$ cat src/hw/rtl/sets_pkg.sv
// ============================================================================
// sets_pkg: shared types and constants of the eight-way tree search
// Table geometry, lane control structures and level codes used by the
// sequencer and the lane cells.
// ============================================================================
`default_nettype none

package sets_pkg;

    // Table geometry: eight lanes, three pivot levels, 4096 key slots.
    localparam int LANES     = 8;
    localparam int LANE_W    = 3;
    localparam int KEY_W     = 64;
    localparam int SLOT_W    = 12;
    localparam int COUNT_W   = 13;
    localparam int MAX_KEYS  = 4096;
    localparam int KEY_ROWS  = 512;
    localparam int KEY_ROW_W = 9;
    localparam int MID_ROWS  = 8;
    localparam int MID_ROW_W = 3;
    localparam int BOT_ROWS  = 64;
    localparam int BOT_ROW_W = 6;
    localparam int NODE_W    = 9;
    localparam int CNT_W     = 4;

    // Pivot level that the cells compare against.
    localparam logic [1:0] LVL_TOP = 2'd0;
    localparam logic [1:0] LVL_MID = 2'd1;
    localparam logic [1:0] LVL_BOT = 2'd2;

    // Command code of an input transaction.
    localparam logic CMD_LOAD = 1'b0;

    // Control broadcast to every lane cell.
    typedef struct packed {
        logic [1:0]           lvl;
        logic [KEY_W-1:0]     data;
        logic [NODE_W-1:0]    node;
        logic [KEY_ROW_W-1:0] key_row;
        logic [MID_ROW_W-1:0] mid_row;
        logic                 mid_fill;
        logic [BOT_ROW_W-1:0] bot_row;
        logic                 high_hit;
    } cell_bcast_t;

    // Per-lane write enables and leaf qualifier.
    typedef struct packed {
        logic key_we;
        logic top_we;
        logic mid_we;
        logic bot_we;
        logic leaf_live;
    } cell_lane_t;

endpackage

`default_nettype wire

$ cat src/hw/rtl/sets_ctrl.sv
// ============================================================================
// sets_ctrl: sequencer of the eight-way tree search
// Takes transactions, holds the key count and key bounds, steps a query
// through the pivot levels and drives pivot updates for loads.
// ============================================================================
`default_nettype none

module sets_ctrl (
    input  wire logic                                  clk,
    input  wire logic                                  rst_n,
    input  wire logic                                  cfg_we,
    input  wire logic [sets_pkg::COUNT_W-1:0]          cfg_wdata,
    input  wire logic                                  in_valid,
    output logic                                       in_stall,
    input  wire logic                                  cmd,
    input  wire logic [sets_pkg::SLOT_W-1:0]           slot,
    input  wire logic signed [sets_pkg::KEY_W-1:0]     key,
    output logic                                       out_valid,
    input  wire logic                                  out_stall,
    output logic                                       found,
    output sets_pkg::cell_bcast_t                      bcast,
    output sets_pkg::cell_lane_t [sets_pkg::LANES-1:0] lane_ctl,
    input  wire logic [sets_pkg::CNT_W-1:0]            chain_cnt,
    input  wire logic                                  chain_found
);
    import sets_pkg::*;

    localparam logic [3:0] S_IDLE = 4'd0;
    localparam logic [3:0] S_LOAD = 4'd1;
    localparam logic [3:0] S_FILL = 4'd2;
    localparam logic [3:0] S_L0   = 4'd3;
    localparam logic [3:0] S_L1   = 4'd4;
    localparam logic [3:0] S_R2   = 4'd5;
    localparam logic [3:0] S_L2   = 4'd6;
    localparam logic [3:0] S_RK   = 4'd7;
    localparam logic [3:0] S_LEAF = 4'd8;
    localparam logic [3:0] S_FIN  = 4'd9;

    // Slot bit fields of the top, middle and bottom lanes.
    localparam int TOP_LSB = SLOT_W - LANE_W;
    localparam int MID_LSB = TOP_LSB - LANE_W;
    localparam int BOT_LSB = LANE_W;

    logic [3:0]              state_reg, state_next;
    logic [COUNT_W-1:0]      key_count_reg;
    logic signed [KEY_W-1:0] lowest_reg, lowest_next;
    logic signed [KEY_W-1:0] highest_reg, highest_next;
    logic [SLOT_W-1:0]       slot_reg;
    logic signed [KEY_W-1:0] data_reg;
    logic [NODE_W-1:0]       node_reg, node_next;
    logic [BOT_ROW_W-1:0]    fill_row_reg, fill_row_next;
    logic                    found_pend_reg, found_pend_next;
    logic                    out_valid_reg, out_valid_next;
    logic                    found_reg, found_next;

    logic [COUNT_W-1:0]      kc;
    logic                    in_accept;
    logic                    in_range;
    logic                    closes;
    logic                    reject;
    logic [LANE_W-1:0]       child;

    function automatic logic [LANE_W-1:0] sat_child(input logic [CNT_W-1:0] c);
        sat_child = c[CNT_W-1] ? '1 : c[LANE_W-1:0];
    endfunction

    assign kc        = (key_count_reg > COUNT_W'(MAX_KEYS)) ? COUNT_W'(MAX_KEYS)
                                                           : key_count_reg;
    assign in_stall  = (state_reg != S_IDLE);
    assign in_accept = in_valid && !in_stall;
    assign in_range  = {1'b0, slot_reg} < kc;
    assign closes    = ({1'b0, slot_reg} + COUNT_W'(1)) == kc;
    assign reject    = (kc == '0) || (data_reg < lowest_reg) || (highest_reg < data_reg);
    assign child     = sat_child(chain_cnt);

    always_comb
    begin
        logic [LANE_W-1:0] li;
        li              = '0;
        state_next      = state_reg;
        node_next       = node_reg;
        fill_row_next   = fill_row_reg;
        found_pend_next = found_pend_reg;
        out_valid_next  = out_valid_reg;
        found_next      = found_reg;
        lowest_next     = lowest_reg;
        highest_next    = highest_reg;

        bcast.lvl      = LVL_TOP;
        bcast.data     = data_reg;
        bcast.node     = node_reg;
        bcast.key_row  = slot_reg[SLOT_W-1:BOT_LSB];
        bcast.mid_row  = slot_reg[SLOT_W-1:TOP_LSB];
        bcast.mid_fill = 1'b0;
        bcast.bot_row  = slot_reg[SLOT_W-1:MID_LSB];
        bcast.high_hit = (highest_reg == data_reg);
        lane_ctl       = '0;

        if (out_valid_reg && !out_stall)
        begin
            out_valid_next = 1'b0;
        end

        unique case (state_reg)
            S_IDLE:
            begin
                if (in_valid)
                begin
                    state_next = (cmd == CMD_LOAD) ? S_LOAD : S_L0;
                end
            end
            S_LOAD:
            begin
                // A load inside the count refreshes the pivot of each subtree it
                // closes; the load of the last key also sets every later pivot.
                for (int i = 0; i < LANES; i++)
                begin
                    li = LANE_W'(i);
                    lane_ctl[i].key_we = (li == slot_reg[BOT_LSB-1:0]);
                    lane_ctl[i].top_we = in_range &&
                        (((&slot_reg[TOP_LSB-1:0] || closes) &&
                          (li == slot_reg[SLOT_W-1:TOP_LSB])) ||
                         (closes && (li > slot_reg[SLOT_W-1:TOP_LSB])));
                    lane_ctl[i].mid_we = in_range &&
                        (((&slot_reg[MID_LSB-1:0] || closes) &&
                          (li == slot_reg[TOP_LSB-1:MID_LSB])) ||
                         (closes && (li > slot_reg[TOP_LSB-1:MID_LSB])));
                    lane_ctl[i].bot_we = in_range &&
                        (((&slot_reg[BOT_LSB-1:0] || closes) &&
                          (li == slot_reg[MID_LSB-1:BOT_LSB])) ||
                         (closes && (li > slot_reg[MID_LSB-1:BOT_LSB])));
                end
                bcast.mid_fill = in_range && closes;
                if (in_range && (slot_reg == '0))
                begin
                    lowest_next = data_reg;
                end
                if (in_range && closes)
                begin
                    highest_next = data_reg;
                end
                if (in_range && closes && !(&slot_reg[SLOT_W-1:MID_LSB]))
                begin
                    fill_row_next = slot_reg[SLOT_W-1:MID_LSB] + BOT_ROW_W'(1);
                    state_next    = S_FILL;
                end
                else
                begin
                    state_next = S_IDLE;
                end
            end
            S_FILL:
            begin
                bcast.bot_row = fill_row_reg;
                for (int i = 0; i < LANES; i++)
                begin
                    lane_ctl[i].bot_we = 1'b1;
                end
                if (&fill_row_reg)
                begin
                    state_next = S_IDLE;
                end
                else
                begin
                    fill_row_next = fill_row_reg + BOT_ROW_W'(1);
                end
            end
            S_L0:
            begin
                bcast.lvl = LVL_TOP;
                if (reject)
                begin
                    found_pend_next = 1'b0;
                    state_next      = S_FIN;
                end
                else
                begin
                    node_next  = NODE_W'(child);
                    state_next = S_L1;
                end
            end
            S_L1:
            begin
                bcast.lvl  = LVL_MID;
                node_next  = NODE_W'({node_reg[LANE_W-1:0], child});
                state_next = S_R2;
            end
            S_R2:
            begin
                state_next = S_L2;
            end
            S_L2:
            begin
                bcast.lvl  = LVL_BOT;
                node_next  = {node_reg[2*LANE_W-1:0], child};
                state_next = S_RK;
            end
            S_RK:
            begin
                state_next = S_LEAF;
            end
            S_LEAF:
            begin
                for (int i = 0; i < LANES; i++)
                begin
                    li = LANE_W'(i);
                    lane_ctl[i].leaf_live = {1'b0, node_reg, li} < kc;
                end
                found_pend_next = chain_found;
                state_next      = S_FIN;
            end
            S_FIN:
            begin
                if (!out_valid_reg || !out_stall)
                begin
                    out_valid_next = 1'b1;
                    found_next     = found_pend_reg;
                    state_next     = S_IDLE;
                end
            end
            default:
            begin
                state_next = S_IDLE;
            end
        endcase
    end

    always_ff @(posedge clk or negedge rst_n)
    begin
        if (!rst_n)
        begin
            state_reg     <= S_IDLE;
            key_count_reg <= '0;
            lowest_reg    <= '0;
            highest_reg   <= '1;
            out_valid_reg <= 1'b0;
        end
        else
        begin
            state_reg     <= state_next;
            lowest_reg    <= lowest_next;
            highest_reg   <= highest_next;
            out_valid_reg <= out_valid_next;
            if (cfg_we)
            begin
                key_count_reg <= cfg_wdata;
            end
        end
    end

    always_ff @(posedge clk)
    begin
        if (in_accept)
        begin
            slot_reg <= slot;
            data_reg <= key;
        end
        node_reg       <= node_next;
        fill_row_reg   <= fill_row_next;
        found_pend_reg <= found_pend_next;
        found_reg      <= found_next;
    end

    assign out_valid = out_valid_reg;
    assign found     = found_reg;

endmodule

`default_nettype wire

$ cat config.mk
export PLATFORM = sky130hd
export DESIGN_NAME = sets_ctrl
export DESIGN_NICKNAME = d
export VERILOG_FILES = /design/src/hw/rtl/sets_pkg.sv /design/src/hw/rtl/sets_ctrl.sv
export SDC_FILE = /design/constraint.sdc
export NUM_CORES = 1
export LEC_CHECK = 0
export BUFFER_PORTS_ARGS = -buffer_cell sky130_fd_sc_hd__buf_2
export CAP_MARGIN = 40
export CORE_MARGIN = 5
export CORE_UTILIZATION = 25
export DETAILED_ROUTE_END_ITERATION = 6
export GPL_TIMING_DRIVEN = 0
export PLACE_DENSITY = 0.51
export SYNTH_ARGS = -nofsm -noshare
export SYNTH_HDL_FRONTEND = slang
export SYNTH_SLANG_ARGS = --single-unit
$ cat constraint.sdc
create_clock -name clk -period 9.3 [get_ports clk]
set_clock_uncertainty 0.1 [all_clocks]
set_input_delay 1.395 -clock clk [delete_from_list [all_inputs] [get_ports clk]]
set_output_delay 1.395 -clock clk [all_outputs]
set_load 0.005 [all_outputs]
==> run summary <==
Outcome -> finished clean
Required time of the worst setup path -> 7.81 ns
Critical path startpoint category -> flop
Setup bufs post-CTS -> 0
CP bufs+invs -> 4
H-tree levels -> 2
Maximum vdd drop -> 147 uV
Hold path depth -> 0
Share of layout cells above drive strength 1 -> 26.0%
Leakage -> 7.41 nW
Core Rows -> 85
Number of global-route vias before repair -> 11300
Final period util -> 73.1%
Synthesized Nets -> 1552
Dpl hpwl -> 31500 um
Final instance area -> 0.0169 mm2
Core Area -> 0.0540 mm2
Final Non-Filler Cells -> 2294
Number of synthesized flops with an enable pin -> 93
Clock Path Buffers -> 3
Crit path cell chain -> ha_1 > nand3_2 > nor2_2 > nand3_1 > inv_1 > ha_1 > xnor2_1 > a31oi_1 > o32ai_1 > nand3_1 > or4_1 > or4_1 > buf_2 > buf_2 > a2111oi_0 > buf_2
Largest net degree at the start of global routing -> 77
Slowest CP cell -> a2111oi_0
Top FF cell, synth -> edfxtp_1
Final count of hold timing violations -> 0
Synthesized instance count -> 1295
Finish-stage setup viols -> 0
Most frequent CP cell -> buf_2
Post-Syn Area per Cell -> 10.6 um2
Die width -> 244 um
DR WL/cell -> 17.7 um
First-pass GRT wire length -> 64100 um
Post-synthesis sequential area ratio -> 47.8%
GR Util All Layers -> 13.5%
CTS tree -> built
Post_cts resized -> 0
DR vias -> 10800
DRC viols -> 0
#FFs+latches synth -> 239
DR pass1 iterations -> 7
Diode count -> 0
Synth Cell Area -> 0.0137 mm2
HP Start -> found_pend_reg
RSZ-0062 raised after global routing -> no
Area growth syn-to-layout -> 23.9%
Hold EP -> found
Crit path time final -> 6.80 ns
Slew Limit Fails -> 0
R2R depth -> 17
Via/cell ratio -> 4.71
Reg2reg start -> slot_reg[1]
Clock tree sinks -> 239
Die area -> 0.0594 mm2
I/O pin cnt -> 238
Layout fillers -> 5527
CP max FO -> 10
Slowest stage delay, CP -> 0.70 ns
Reg2reg end -> fill_row_reg[4]
Fmax -> 147 MHz
Max-cap violations -> 0
Post-Route WL -> 40700 um
PortBufs -> 236
Drt initial violations -> 501
DRT antenna net count -> 0
WS Path Type -> reg -> out
Num CTS Buffers -> 34
Worst skew pair latency -> 0.54 ns
Setup TNS -> 0 ns
Hold-fix buffers at CTS -> 0
Post-synth cell types -> 71
DP Area -> 0.0158 mm2
Tightest hold margin -> 0.339 ns
CP endpoint kind -> output pin
CTS root buf -> clkbuf_16
Slew headroom -> 46.0%
R2R Setup Slk -> 4.13 ns
Initial antenna violation count -> 0
Initial Utilization -> 25.3%
GPL Wtd Cong -> 0.820
Synth Warn # -> 0
Nets -> 1829
CP delay by family, top -> simple AND/OR/NAND/NOR gates
Worst EP arrival -> 5.30 ns
Grt total ovfl -> 0
Die Y -> 244 um
FFs w/ async S/R, synth -> 61.1%
Placed cell count -> 2232
Slew @ Worst Pin -> 0.803 ns
Pwr Density -> 225 mW/mm2
Worst min path class -> reg -> reg
Clock-pin slew on the worst setup and hold paths -> 0.06 ns
-- power by group --
group	switching (mW)	leakage (nW)	internal, mW
clock network	0.514	0.546	0.792
logic	0.695	4.23	0.408
registers	0.126	2.64	1.28
-- synth_stat cells, drive strengths merged, types with 6 or more instances --
cell type / n / area (um2)
and2: 10 / 62.6
o21a: 9 / 67.6
inv: 148 / 556
mux2: 12 / 139
mux2i: 67 / 671
a21oi: 61 / 305
a21o: 15 / 113
dfrtp: 82 / 2050
nor2: 41 / 156
nor4: 9 / 62.6
edfxtp: 93 / 2790
xnor2: 10 / 87.6
ha: 157 / 1960
a21boi: 10 / 75.1
clkbuf: 34 / 128
o211ai: 6 / 45.0
or2: 7 / 43.8
nand2b: 7 / 43.8
buf: 34 / 238
a221oi: 11 / 96.3
dfstp: 64 / 1680
nand3: 34 / 175
nand2: 74 / 278
nand4: 29 / 181
a211oi: 9 / 67.6
o21ai: 159 / 796
nor3: 14 / 70.1
and3: 20 / 125
-- worst max-delay path by stage --
| stage | start | endpoint | slack (ns) | depth (start not counted) |
|---|---|---|---|---|
| final | slot_reg[1] | lane_ctl[7] | 2.50 | 16 |
| after global placement | slot_reg[1] | lane_ctl[2] | 2.90 | 16 |
| after detailed placement | slot_reg[1] | lane_ctl[7] | 2.92 | 16 |
| after floorplan | slot_reg[1] | lane_ctl[11] | 4.17 | 17 |
| after CTS | slot_reg[1] | lane_ctl[7] | 2.30 | 16 |
| after global routing | slot_reg[1] | lane_ctl[7] | 2.00 | 16 |
-- cells by family (layout without fill, tap and decap cells) --
family,count (synthesis),count (layout),synth area share (%)
compound gates,321,321,14.2
simple gates,269,269,10.2
flops,239,239,47.8
buf+inv,216,519,6.74
fa+ha+maj,157,157,14.4
mux,79,79,5.92
xor+xnor,14,14,0.897
-- worst register-to-register path: stages, from the launching register on --
cell	delay [ns]
edfxtp_1	0.44
ha_1	0.29
nand3_2	0.17
nor2_2	0.38
nand3_1	0.16
inv_1	0.09
ha_1	0.26
xnor2_1	0.15
a31oi_1	0.10
o32ai_1	0.16
nand3_1	0.11
or4_1	0.56
or4_1	0.52
buf_2	0.23
or2_1	0.29
buf_6	0.17
buf_6	0.16
o21ai_1	0.47
-- cell usage in the layout, fill, tap and decap left out, types with 33 or more instances in the layout --
master and n:
clkbuf_16 34, o21ai_1 54, a21oi_1 61, nor2_1 40, dfrtp_1 82, clkbuf_1 40, edfxtp_1 93, inv_1 148
nand2_1 74, mux2i_1 67, dfstp_2 64, ha_1 157, buf_2 248, o21ai_0 105, nand3_1 33
-- stage by stage --
step	power, mW	util, %	worst slack, ns
2_1_floorplan	2.04	-	4.17
3_3_place_gp	2.52	29.1	2.90
3_5_place_dp	2.54	29.3	2.92
4_1_cts	3.89	31.3	2.30
5_1_grt	4.07	31.3	2.00
6_report	3.81	31.3	2.50
-- cell type report --
| cell class | instances | area [um2] | area share [%] |
|---|---|---|---|
| plain buffers | 68 | 365 | 2.16 |
| clock buffers | 40 | 873 | 5.16 |
| clock inverters | 22 | 243 | 1.43 |
| inverters | 148 | 556 | 3.28 |
| multi-input cells | 840 | 6220 | 36.8 |
| flip-flops and latches | 239 | 6530 | 38.6 |
| well taps | 696 | 871 | 5.14 |
| repair buffers | 241 | 1270 | 7.50 |
-- routing by layer --
metal / track usage [%] / wire length (um)
met1: 17.9 / 18400
met2: 22.3 / 19000
met3: 3.00 / 2290
met4: 3.83 / 998
met5: 0 / 0
No activity file was read; power rests on OpenSTA's default activity.
